<file path="src/rtl/spq_pkg.sv">
// Package with the shared types and constants of the stable priority queue.
`timescale 1ns / 1ps

package spq_pkg;

  localparam int CAPACITY_DEF      = 64;
  localparam int PRIORITY_BITS_DEF = 16;
  localparam int PAYLOAD_BITS_DEF  = 32;
  localparam int MSG_LEN_MAX_DEF   = 255;

  localparam int QLIM_W   = 7;
  localparam int MLEN_W   = 8;
  localparam int CFG_DW   = 8;
  localparam int CFG_IW   = 1;

  localparam logic [QLIM_W-1:0] QLIM_RESET = 7'd64;
  localparam logic [MLEN_W-1:0] MLEN_RESET = 8'd255;

  localparam logic [CFG_IW-1:0] CFG_QUEUE_LIMIT   = 1'b0;
  localparam logic [CFG_IW-1:0] CFG_MSG_LEN_LIMIT = 1'b1;

  localparam logic ACT_PUSH = 1'b0;
  localparam logic ACT_POP  = 1'b1;

  localparam int CMDQ_DEPTH = 2;
  localparam int CMDQ_AW    = 1;

  typedef enum logic [1:0] {
    STAT_DONE      = 2'd0,
    STAT_FULL      = 2'd1,
    STAT_TOO_LONG  = 2'd2,
    STAT_POP_EMPTY = 2'd3
  } status_t;

  typedef enum logic [1:0] {
    ST_IDLE,
    ST_SHIFT,
    ST_POPLD,
    ST_DONE
  } bk_state_t;

  typedef struct packed {
    logic is_pop;
    logic too_long;
  } cmd_ctl_t;

endpackage

</file>
<file path="src/rtl/spq_front.sv">
// Front end: takes input words, checks the message length and queues the commands.
`timescale 1ns / 1ps

module spq_front #(
  parameter int PRIORITY_BITS = spq_pkg::PRIORITY_BITS_DEF,
  parameter int PAYLOAD_BITS  = spq_pkg::PAYLOAD_BITS_DEF,
  parameter int MSG_LEN_MAX   = spq_pkg::MSG_LEN_MAX_DEF
) (
  input  logic                            clk,
  input  logic                            rst,
  input  logic                            in_valid,
  output logic                            in_stall,
  input  logic                            action,
  input  logic signed [PRIORITY_BITS-1:0] priority_req,
  input  logic        [PAYLOAD_BITS-1:0]  payload,
  input  logic        [spq_pkg::MLEN_W-1:0] msg_length,
  input  logic        [spq_pkg::MLEN_W-1:0] msg_len_limit,
  output logic                            cmd_valid,
  input  logic                            cmd_take,
  output spq_pkg::cmd_ctl_t               cmd_ctl,
  output logic signed [PRIORITY_BITS-1:0] cmd_prio,
  output logic        [PAYLOAD_BITS-1:0]  cmd_pay
);

  spq_pkg::cmd_ctl_t               q_ctl  [spq_pkg::CMDQ_DEPTH];
  logic signed [PRIORITY_BITS-1:0] q_prio [spq_pkg::CMDQ_DEPTH];
  logic        [PAYLOAD_BITS-1:0]  q_pay  [spq_pkg::CMDQ_DEPTH];
  logic [spq_pkg::CMDQ_AW-1:0]     wr_ptr;
  logic [spq_pkg::CMDQ_AW-1:0]     rd_ptr;
  logic [spq_pkg::CMDQ_AW:0]       fill;
  logic                            push;
  logic                            pop;
  spq_pkg::cmd_ctl_t               new_ctl;

  assign in_stall  = (fill == (spq_pkg::CMDQ_AW + 1)'(spq_pkg::CMDQ_DEPTH));
  assign push      = in_valid && !in_stall;
  assign cmd_valid = (fill != '0);
  assign pop       = cmd_valid && cmd_take;

  always_comb begin
    new_ctl.is_pop   = (action == spq_pkg::ACT_POP);
    new_ctl.too_long = (msg_length > msg_len_limit) ||
                       ({8'd0, msg_length} > 16'(MSG_LEN_MAX));
  end

  always_ff @(posedge clk) begin
    if (push) begin
      q_ctl[wr_ptr]  <= new_ctl;
      q_prio[wr_ptr] <= priority_req;
      q_pay[wr_ptr]  <= payload;
    end
  end

  always_ff @(posedge clk) begin
    if (rst) begin
      wr_ptr <= '0;
      rd_ptr <= '0;
      fill   <= '0;
    end else begin
      if (push) begin
        wr_ptr <= wr_ptr + 1'b1;
      end
      if (pop) begin
        rd_ptr <= rd_ptr + 1'b1;
      end
      if (push && !pop) begin
        fill <= fill + 1'b1;
      end else if (pop && !push) begin
        fill <= fill - 1'b1;
      end
    end
  end

  assign cmd_ctl  = q_ctl[rd_ptr];
  assign cmd_prio = q_prio[rd_ptr];
  assign cmd_pay  = q_pay[rd_ptr];

endmodule

</file>
<file path="config.mk">
export PLATFORM = sky130hd
export DESIGN_NAME = spq_front
export DESIGN_NICKNAME = d
export VERILOG_FILES = /design/src/rtl/spq_pkg.sv /design/src/rtl/spq_front.sv
export SDC_FILE = /design/constraint.sdc
export NUM_CORES = 1
export LEC_CHECK = 0
export ABC_AREA = 1
export ABC_CLOCK_PERIOD_IN_PS = 6100
export BUFFER_PORTS_ARGS = -buffer_cell sky130_fd_sc_hd__buf_2
export CORE_UTILIZATION = 40
export CTS_BUF_LIST = sky130_fd_sc_hd__clkbuf_2 sky130_fd_sc_hd__clkbuf_4 sky130_fd_sc_hd__clkbuf_8
export DETAILED_ROUTE_END_ITERATION = 8
export HOLD_SLACK_MARGIN = 0.1
export PLACE_DENSITY = 0.75
export SLEW_MARGIN = 20
export SYNTH_ARGS = -nofsm -noshare
export SYNTH_HDL_FRONTEND = slang
export SYNTH_SLANG_ARGS = --single-unit
</file>
<file path="constraint.sdc">
create_clock -name clk -period 6.1 [get_ports clk]
set_clock_uncertainty 0.2 [all_clocks]
set_input_delay 0.305 -clock clk [delete_from_list [all_inputs] [get_ports clk]]
set_output_delay 0.305 -clock clk [all_outputs]
set_load 0.01 [all_outputs]
</file>
==> reports/qor.json <==
{
  "clock_tree": {
    "clock_latency_ns": 0.35,
    "cts_tree": "done",
    "cts_repair_resized_insts": 0,
    "ctsRootBufferMaster": "clkbuf_8",
    "ctsHtreeMaxLevel": 3,
    "cts_buffer_depth": 2,
    "cts_buffers": 9,
    "path_clk_slew_ns": 0.09,
    "cts_sinks": 105,
    "cts_setup_buffers": 0,
    "postCtsHoldBufs": 51
  },
  "min_path": {
    "hp-start": "msg_len_limit[0]",
    "worst_hold_path_type": "input port to flop"
  },
  "logic_synthesis": {
    "simple_gate_area_share_of_the_yosys_netlist_pct": 3.154,
    "avgSynthCellArea_sq_um": 17.90,
    "synthXorXnorAreaFrac_pct": 0,
    "netlist_area_sq_um": 4046,
    "synth-compound-area-share_pct": 1.051,
    "synth.top_cells.by_area": "edfxtp_1, mux2_2, ha_1, dfxtp_1, inv_1",
    "arithmetic_cell_share_of_the_synthesized_area_counting_full_adders_half_adders_and_majority_gates_pct": 2.783,
    "netlist.area_leader.share_pct": 74.21,
    "synth_seq_cells": 105,
    "ys.warnings.count": 0,
    "most_area_hungry_cell_type_in_the_yosys_netlist": "edfxtp_1",
    "multiplexer_share_of_the_synthesized_area_pct": 13.91,
    "netlist-cell-type-count": 18,
    "synth_sequential_area_ratio_pct": 76.69,
    "synth_top_family_by_area": "multiplexers",
    "synthCells": 226,
    "syn_nets": 304
  },
  "timing": {
    "rsz0062_at_grt": "false",
    "maxSlewViolCount": 0,
    "final_hold_viol_count": 0,
    "timing_worst_slew_pin_value_ns": 0.7104,
    "worst_slew_margin_rel_pct": 52.14,
    "final_period_minus_worst_setup_slack_ns": 2.506,
    "fin_crit_sh_pct": 41.08,
    "maxClockFrequency_ghz": 0.3990,
    "final.setup.tns_ns": 0,
    "timing.final.setup_violations": 0
  },
  "global_routing": {
    "number_of_antenna_violations_at_the_first_check_in_global_routing": 0,
    "track_usage_pct": 14.50,
    "grt_pass1_wl_microns": 10930,
    "grt_start_max_net_pins": 38,
    "grt_pass1_vias": 2392,
    "grt_remaining_overflow": 0
  },
  "worst_setup_path": {
    "cp_data_arrival_time_ns": 2.00,
    "setup.worst_path.end_class": "output port",
    "critical_path.reg2reg.startpoint": "fill[1]",
    "startpoint_type": "flop",
    "required_ns": 5.59,
    "biggest_fanout_along_the_worst_timing_path": 32,
    "worst-setup-path-type": "flop to output port"
  },
  "pwr": {
    "power_mw": 1.881,
    "netSwitchingFraction_pct": 27.85,
    "switching_power_mw": 0.5238,
    "internal-power_mw": 1.357,
    "power.leakage_nw": 2.182,
    "ir_worst_vdd_mv": 0.1890,
    "p_per_area_nw_per_um2": 341.3,
    "pwr-share-seq_pct": 51.2,
    "power.clock.fraction_pct": 21.2,
    "power_frac_comb_pct": 27.6
  },
  "die": {
    "chipHeight_microns": 102.6,
    "floorplan.core_area_sq_um": 9774,
    "io-pin-count": 121,
    "die_span_x_microns": 102.6,
    "die_area_sq_um": 10520,
    "floorplan.rows": 36,
    "initial_core_util_pct": 41.40
  },
  "final_layout": {
    "sequential_cell_area_sq_um": 3104,
    "multiInputGateArea_sq_um": 860.8,
    "final_cell_mix": "buf_2, edfxtp_1, dlygate4sd3_1",
    "final_nets": 483,
    "final.fill_count": 793,
    "antennaDiodeCount": 0,
    "layout_commonest_cell": "buf_2",
    "syn_to_final_growth_pct": 36.18,
    "layout_cell_share_with_drive_strength_beyond_1_pct": 46.08
  },
  "routing": {
    "wl_microns": 7421,
    "drt-pass1-iter-count": 4,
    "detail_route.drc_violations": 0,
    "drt_iter0_markers": 67,
    "avgRoutedWirePerCell_microns": 13.72,
    "num_vias": 2456,
    "detail_route.vias_per_cell": 4.540,
    "antenna_violating_nets_post_route": 0
  },
  "flow_run": {
    "drv.max_cap_violation_count": 0
  },
  "placement": {
    "port-buffer-count": 120,
    "final_weighted_congestion_of_routability_driven_global_placement": 0.7105,
    "post_detailed_placement_half_perimeter_wirelength_microns": 4828
  },
  "outcome": {
    "status": "complete, no violations"
  }
}
## critical path: stages, from the launching register on
cell     delay (ns)
dfxtp_2        0.60
buf_4          0.47
mux2_2         0.39
buf_2          0.14
## routing by layer
layer,up-vias,global-route usage [%],part of all wire [%]
li1,1189,-,-
met2,79,26.31,54
met1,1176,15.29,40
met3,12,3.119,4.9
met4,0,9.011,2.0
met5,-,0,0
## through the flow
stage                     hold WS, ns  cell area (sq um)  cells  utilization [%]  setup WS, ns
final                          0.3248               5510    541            56.37         3.594
after global routing           0.3406               5510    541            56.37         3.445
after CTS                      0.3030               5510    541            56.37         3.515
after detailed placement       0.2981               4822    476            49.33         3.751
after global placement         0.2698               4822    476            49.33         3.810
after floorplan                0.1741               4046    226                -         2.773
## power groups by stage
stage	Clock, mW	Combinational, mW	Sequential [mW]
6_report	0.398	0.520	0.963
5_1_grt	0.438	0.573	0.976
4_1_cts	0.415	0.530	0.966
3_5_place_dp	0	0.502	0.983
3_3_place_gp	0	0.491	0.976
2_1_floorplan	0	0.325	0.966
## final timing paths
path,to,slack [ns],cells after the start
worst max-delay path,cmd_pay[22],3.59,3
worst min-delay path,q_ctl[0][0],0.32,5
worst max register to register,q_pay[0][12],3.79,4
worst min register to register,flop,0.34,2
## area by class of cell
class	instances	area share [%]
Inverter	18	1.226
Sequential cell	105	56.34
Multi-Input combinational cell	97	15.62
Clock buffer	10	2.384
Clock inverter	4	0.8401
Timing Repair Buffer	174	20.57
Tap cell	133	3.020
## cell usage after synthesis, drive strengths merged
cell type	number
a21o	1
ha	9
dfxtp	5
inv	18
edfxtp	100
a21oi	6
o21ai	1
nand2	17
nor3	1
nor3b	1
nor2	8
nand3	2
buf	6
or2	1
mux2	50
## sequential cells by signal, indices dropped and copies added, names as in the netlist, named ones only
signal,cells
fill,2
q_ctl,4
q_pay,64
q_prio,32
rd_ptr,1
wr_ptr,1
## cell families after synthesis
group	count (synthesis)
mux	50
simple gates	30
buf+inv	24
flops	105
compound gates	8
fa+ha+maj	9
No activity file was read; power rests on OpenSTA's default activity.
